**config.mk**
```make
export PLATFORM = sky130hd
export DESIGN_NAME = bfr_ctrl
export DESIGN_NICKNAME = d
export VERILOG_FILES = /design/src/rtl/core/bitplane_framebuffer_refresh_top_defines.svh /design/src/rtl/core/bfr_pkg.sv /design/src/rtl/core/bfr_ctrl.sv
export SDC_FILE = /design/constraint.sdc
export NUM_CORES = 1
export LEC_CHECK = 0
export BUFFER_PORTS_ARGS = -buffer_cell sky130_fd_sc_hd__buf_4
export CAP_MARGIN = 40
export CORE_AREA = 4 4 41 43
export DETAILED_ROUTE_END_ITERATION = 8
export DIE_AREA = 0 0 45 47
export SLEW_MARGIN = 30
export SYNTH_ARGS = -nofsm -noshare
export SYNTH_HDL_FRONTEND = slang
export SYNTH_SLANG_ARGS = --single-unit
export TNS_END_PERCENT = 5
```
**constraint.sdc**
```tcl
create_clock -name clk -period 1.2 [get_ports clk]
set_input_delay 0.18 -clock clk [delete_from_list [all_inputs] [get_ports clk]]
set_output_delay 0.18 -clock clk [all_outputs]
set_load 0.01 [all_outputs]
```
**src/rtl/core/bitplane_framebuffer_refresh_top_defines.svh**
```systemverilog
// Assertion macros for the bitplane framebuffer refresh block.
// Expects clk and rst_n in the scope of the module that uses them.
`ifndef BITPLANE_FRAMEBUFFER_REFRESH_TOP_DEFINES_SVH
`define BITPLANE_FRAMEBUFFER_REFRESH_TOP_DEFINES_SVH

// Same-cycle implication, ignored while reset is held.
`define BFR_ASSERT_NOW(label, ante, cons, msg) \
  label: assert property (@(posedge clk) disable iff (!rst_n) (ante) |-> (cons)) \
    else $error(msg);

// Next-cycle implication, ignored while reset is held.
`define BFR_ASSERT_NEXT(label, ante, cons, msg) \
  label: assert property (@(posedge clk) disable iff (!rst_n) (ante) |=> (cons)) \
    else $error(msg);

`endif

```
**src/rtl/core/bfr_pkg.sv**
```systemverilog
// Shared types and constants of the bitplane framebuffer refresh block.
// No dependencies; used by the controller, the datapath and the top level.
package bfr_pkg;

  localparam int FULL_WIDTH_DEF     = 128;
  localparam int FULL_HEIGHT_DEF    = 64;
  localparam int LOW_WIDTH_DEF      = 64;
  localparam int LOW_HEIGHT_DEF     = 32;
  localparam int SEGMENT_PIXELS_DEF = 32;

  localparam int OPCODE_W    = 3;
  localparam int PIXEL_X_W   = 7;
  localparam int PIXEL_Y_W   = 6;
  localparam int SEGMENT_W   = 2;
  localparam int KIND_W      = 2;
  localparam int COORD_W     = 8;
  localparam int SIZE_W      = 2;
  localparam int COLOR_W     = 16;
  localparam int PLANE_W     = 2;
  localparam int CFG_INDEX_W = 3;
  localparam int CFG_DATA_W  = 16;

  typedef logic [COORD_W-1:0] coord_t;
  typedef logic [COLOR_W-1:0] color_t;
  typedef logic [PLANE_W-1:0] plane_t;
  typedef logic [SIZE_W-1:0]  size_t;

  typedef enum logic [OPCODE_W-1:0] {
    OP_TOGGLE   = 3'd0,
    OP_CLEAR    = 3'd1,
    OP_DRAW     = 3'd2,
    OP_LOW_RES  = 3'd3,
    OP_HIGH_RES = 3'd4
  } op_t;

  typedef enum logic [KIND_W-1:0] {
    KIND_RESP = 2'd0,
    KIND_RECT = 2'd1,
    KIND_DONE = 2'd2
  } kind_t;

  typedef enum logic [CFG_INDEX_W-1:0] {
    CFG_PLANE_SELECT     = 3'd0,
    CFG_BACKGROUND_COLOR = 3'd1,
    CFG_PLANE0_COLOR     = 3'd2,
    CFG_PLANE1_COLOR     = 3'd3,
    CFG_BOTH_COLOR       = 3'd4,
    CFG_ORIGIN_X         = 3'd5,
    CFG_ORIGIN_Y         = 3'd6
  } cfg_idx_t;

  // What the read-back stage does with the data it receives
  typedef enum logic [1:0] {
    PIPE_NONE   = 2'd0,
    PIPE_TOGGLE = 2'd1,
    PIPE_CLEAR  = 2'd2,
    PIPE_DRAW   = 2'd3
  } pipe_t;

  // Extent of a sweep over the stores
  typedef enum logic [1:0] {
    BOUND_FULL    = 2'd0,
    BOUND_VISIBLE = 2'd1,
    BOUND_SEGMENT = 2'd2
  } bound_t;

  typedef struct packed {
    logic   load;
    logic   init_wr;
    logic   rd;
    logic   step;
    pipe_t  pipe;
    bound_t bound;
    logic   emit_done;
    logic   emit_mode;
    logic   mode_high;
  } cmd_t;

  typedef struct packed {
    logic last_full;
    logic last_visible;
    logic last_segment;
    logic scan_empty;
  } status_t;

endpackage

```
**src/rtl/core/bfr_ctrl.sv**
```systemverilog
// Sequencer of the bitplane framebuffer refresh block.
// Drives the datapath by bfr_pkg::cmd_t and reads back bfr_pkg::status_t.
module bfr_ctrl (
  input  logic                          clk,
  input  logic                          rst_n,
  input  logic                          start,
  input  logic [bfr_pkg::OPCODE_W-1:0]  in_opcode,
  input  bfr_pkg::status_t              status,
  output bfr_pkg::cmd_t                 cmd,
  output logic                          busy
);

  typedef enum logic [2:0] {
    S_INIT,
    S_IDLE,
    S_TOGGLE,
    S_TOGGLE_WAIT,
    S_CLEAR,
    S_DRAW,
    S_SCAN_WAIT,
    S_DONE
  } state_t;

  state_t      state_r, state_nxt;
  logic        busy_r;
  bfr_pkg::op_t op;

  assign op   = bfr_pkg::op_t'(in_opcode);
  assign busy = busy_r;

  always_comb begin
    cmd       = '0;
    state_nxt = state_r;
    unique case (state_r)
      S_INIT: begin
        // zero both stores, one entry a cycle
        cmd.init_wr = 1'b1;
        cmd.step    = 1'b1;
        cmd.bound   = bfr_pkg::BOUND_FULL;
        if (status.last_full) begin
          state_nxt = S_IDLE;
        end
      end
      S_IDLE: begin
        if (start) begin
          cmd.load = 1'b1;
          unique case (op) inside
            bfr_pkg::OP_TOGGLE: state_nxt = S_TOGGLE;
            bfr_pkg::OP_CLEAR:  state_nxt = S_CLEAR;
            bfr_pkg::OP_DRAW:   state_nxt = S_DRAW;
            bfr_pkg::OP_LOW_RES, bfr_pkg::OP_HIGH_RES: begin
              cmd.emit_mode = 1'b1;
              cmd.mode_high = (op == bfr_pkg::OP_HIGH_RES);
            end
            default: ;
          endcase
        end
      end
      S_TOGGLE: begin
        cmd.rd    = 1'b1;
        cmd.pipe  = bfr_pkg::PIPE_TOGGLE;
        state_nxt = S_TOGGLE_WAIT;
      end
      S_TOGGLE_WAIT: begin
        // hold off new items while the write-back beat goes out
        state_nxt = S_IDLE;
      end
      S_CLEAR: begin
        cmd.rd    = 1'b1;
        cmd.step  = 1'b1;
        cmd.pipe  = bfr_pkg::PIPE_CLEAR;
        cmd.bound = bfr_pkg::BOUND_VISIBLE;
        if (status.last_visible) begin
          state_nxt = S_SCAN_WAIT;
        end
      end
      S_DRAW: begin
        if (status.scan_empty) begin
          state_nxt = S_DONE;
        end else begin
          cmd.rd    = 1'b1;
          cmd.step  = 1'b1;
          cmd.pipe  = bfr_pkg::PIPE_DRAW;
          cmd.bound = bfr_pkg::BOUND_SEGMENT;
          if (status.last_segment) begin
            state_nxt = S_SCAN_WAIT;
          end
        end
      end
      S_SCAN_WAIT: begin
        state_nxt = S_DONE;
      end
      S_DONE: begin
        cmd.emit_done = 1'b1;
        state_nxt     = S_IDLE;
      end
      default: state_nxt = S_IDLE;
    endcase
  end

  always_ff @(posedge clk) begin
    if (!rst_n) begin
      state_r <= S_INIT;
      busy_r  <= 1'b1;
    end else begin
      state_r <= state_nxt;
      busy_r  <= (state_nxt != S_IDLE);
    end
  end

endmodule

```
==> results.txt <==
In this run the power spent charging and discharging nets is 138 uW. The die is 45 um wide. The starting density of the core is 26.5%, and the clock-pin slew on the worst setup and hold paths is 0.04 ns. The fraction of layout instances using a drive strength above 1 came out at 65.8%. The initial antenna violation count came out at 0. The via density per instance works out to 4.55.

In the global route stage, overall resource usage came out at 10.3%. The clock passes through at most 2 buffers. Buffers inserted during clock tree synthesis total 3.

The number of detailed-route iterations in the first pass was 1; the total of flip-flops plus latches after synthesis was 4. The total non-filler cell area in the finished layout came out at 657 sq um. Worst flop-to-flop path startpoint: state_r[1]. Yosys printed 0 warnings. For met1 alone, demand over resource in global routing was 10.2%.

The logs give -0.219 ns for the worst setup slack after layout and 17.8% for the met2 track demand over resource in global routing. After detailed placement, the total cell area comes to 558 sq um. The number of fill cells is 142, and the count of input and output buffers is 21.

The critical path starts at state_r[0]. For the worst setup skew after layout, the log shows 0.00724 ns. The path class of the tightest hold or removal check is input port to flop.

The number of failing hold endpoints at the final stage is 0, and the power share of the sequential group is 30.1%. The synthesized design devotes to its leading area cell type 23.2% of total area. Clock network latency to the later pin of the worst-skew pair: 0.24 ns.

Slowest library cell on the worst path: dfxtp_2. For the HPWL after detailed placement, the log shows 755 um. Registers take 86.3 sq um. Largest area contributor in the netlist: dfxtp_1.

The detailed router finished its first iteration with 0 violations. For the final weighted congestion of routability-driven global placement, the log shows 0.777. The run gives 365 uW as the total internal power. Leaving out fill and tap cells, the most frequent cell in the layout is buf_4. Grouping stages by cell kind, the critical path spends the most delay in flip-flops. For the pin with the worst max-slew slack, the measured transition is 0.224 ns. Mean instance size in the synthesized netlist: 8.03 sq um. The power density over cell area was 766 mW/mm^2; the data arrival time of the critical path was 1.24 ns.

Clock tree synthesis selected as its root buffer the cell clkbuf_4. The run gives 0 as the total inserted antenna cells. The run gives 1 as the depth of the CTS H-tree. Total die area: 0.00212 sq mm. The final cycle utilization of the critical path is 118%. The type of the worst setup path is flop to primary output. The area growth from synthesis to layout is 90.2%. The tools report the via count of the first global-routing pass as 380. Static timing analysis puts the maximum clock frequency at 0.705 GHz.

The final count of pins violating max slew is 0, and the area of the core region is 0.00130 sq mm. In this design, the critical path's most frequently occurring cell is buf_4. After layout, the design draws a total of 503 uW. Setup violations remaining at the end of the flow were counted as 9.

The die is 47 um tall. The logs give 1.02 ns for the required time at the endpoint of the critical path and 0.325 nW for the leakage power. The tools report the type of element capturing the critical path as a primary output. The remaining global-route overflow came out at 0. By area the synthesized netlist is led by dfxtp_1 (23%), nand3b_4 (5.8%), o21ai_0 (4.3%), nand3b_1 (4.3%), buf_6 (3.3%). Headroom to the max-slew limit came out at 84.9%. The number of remaining DRC errors was 0; the number of nets still failing antenna checks after routing was 0. Combinational cells account for 36.8% of the total power. The post-detailed-route wirelength per cell is 11.1 um, and the instance count of the mapped netlist is 43.

TritonCTS built the clock tree. Entering global routing, the biggest net connects 14 pins. The number of placement rows was 13. The element type at the critical path start was a flop.

Routing layer with the top usage in global route: met2. The area occupied by multi-input gates is 278 sq um. Along the worst path, the maximum fanout reaches 4. Walking the worst path, the cells encountered are buf_4, or2b_1, o211ai_1, buf_4.

The net count of the finished layout came out at 85. The tools report the start point of the worst hold path as rst_n. The switching power as a share of total power came out at 27.4%.

The tools report the total I/O pin count as 22. Share of total power in the clock network: 33.0%. Total number of clock tree sinks: 4. The worst-case IR drop observed on VDD is 0.000367 V. Sequential elements use 23.2% of the synthesized area.

The flow ran to the end, but the final reports show violations. On the worst path, the slowest cell contributes a delay of 0.33 ns. The total via count after detailed routing came out at 400. Setup repair after global routing could not meet its margin everywhere.

The number of buffers and inverters on the critical path is 2. The global-route met3 utilization is 5.36%. In this run, distinct cell masters in the synthesized netlist total 30. The first global-routing pass estimated 1510 um of wire.

Max-cap violations in this run came to 0. The top cell types in the final layout, fill and taps aside, are buf_4 (26), buf_6 (4), inv_1 (3), nand2_1 (3), clkbuf_4 (3). The checks that failed: negative setup slack.

Wires add up to 975 um. The mapped netlist covers 345 sq um. The worst register-to-register path has a setup slack of -0.03 ns.

The worst path needs 1.42 ns of the cycle, external delays included. The number of nets in the synthesized netlist is 53.
state kept, by name, indices dropped and copies added (netlist names):
name,flops
busy,1
state_r,3
logic make-up (layout without fill, tap and decap cells):
kind of cell / Yosys count / in the layout / share of synthesized area [%]
buffers and inverters: 6 / 36 / 9.06
xor gates and xnor gates: 1 / 1 / 2.54
AOI/OAI and AO/OA: 12 / 12 / 26.1
DFF: 4 / 4 / 23.2
and+or+nand+nor: 20 / 20 / 39.1
routing by layer:
layer,wire length [um],vias up
met4,6,0
met2,464,16
met5,0,-
met1,417,168
met3,86,2
li1,-,214
metrics by stage:
stage,hold WS (ns),instances,setup WS [ns],util [%],setup TNS (ns)
2_1_floorplan,0.308,43,-0.0177,-,-0.0177
3_3_place_gp,0.424,83,-0.0274,42.9,-0.0734
3_5_place_dp,0.427,83,-0.0501,42.9,-0.173
4_1_cts,0.190,87,-0.230,48.0,-1.27
5_1_grt,0.192,88,-0.309,50.5,-2.04
6_report,0.198,88,-0.219,50.5,-1.18
area by class of cell:
cell class                 instances  share of cell area (%)
multi-input combinational         33                    42.3
timing repair buffer              30                    36.6
sequential                         4                    13.1
clock buffer                       3                    3.43
tap                               15                    2.86
inverter                           3                    1.71
cells in the mapped netlist:
master / count
dfxtp_1: 4
inv_1: 3
nand2_1: 3
nor2_1: 3
o21ai_0: 3
nand3b_1: 2
nor3_1: 2
a21bo_2: 1
a21boi_0: 1
a21boi_1: 1
a21oi_1: 1
a2bb2oi_1: 1
and2_1: 1
and2b_2: 1
and3_2: 1
buf_2: 1
buf_6: 1
clkbuf_1: 1
nand3b_4: 1
nand4_1: 1
nand4bb_1: 1
nor2b_1: 1
o211ai_1: 1
o21a_1: 1
o311a_2: 1
o31a_2: 1
or2_2: 1
or2b_1: 1
or4_1: 1
xnor2_1: 1
timing repair:
action,CTS,global route
hold endpoints to repair,0,0
gates resized for setup,11,6
setup endpoints to repair,12,13
pin swaps,4,2
hold buffers,0,0
setup buffers,1,1
power groups by stage:
stage	logic (mW)	registers, mW	clock network [mW]
floorplan	0.0792	0.151	0
global placement	0.162	0.154	0
detailed placement	0.162	0.154	0
CTS	0.171	0.151	0.174
global route	0.202	0.153	0.191
finish	0.185	0.152	0.166
final timing paths:
path | cells after the start | endpoint
worst min-delay path | 2 | state_r[2]
worst max register to register | 3 | state_r[1]
worst min register to register | 3 | state_r[1]
worst max-delay path | 4 | cmd[8]
(Power assumes the default switching activity.)
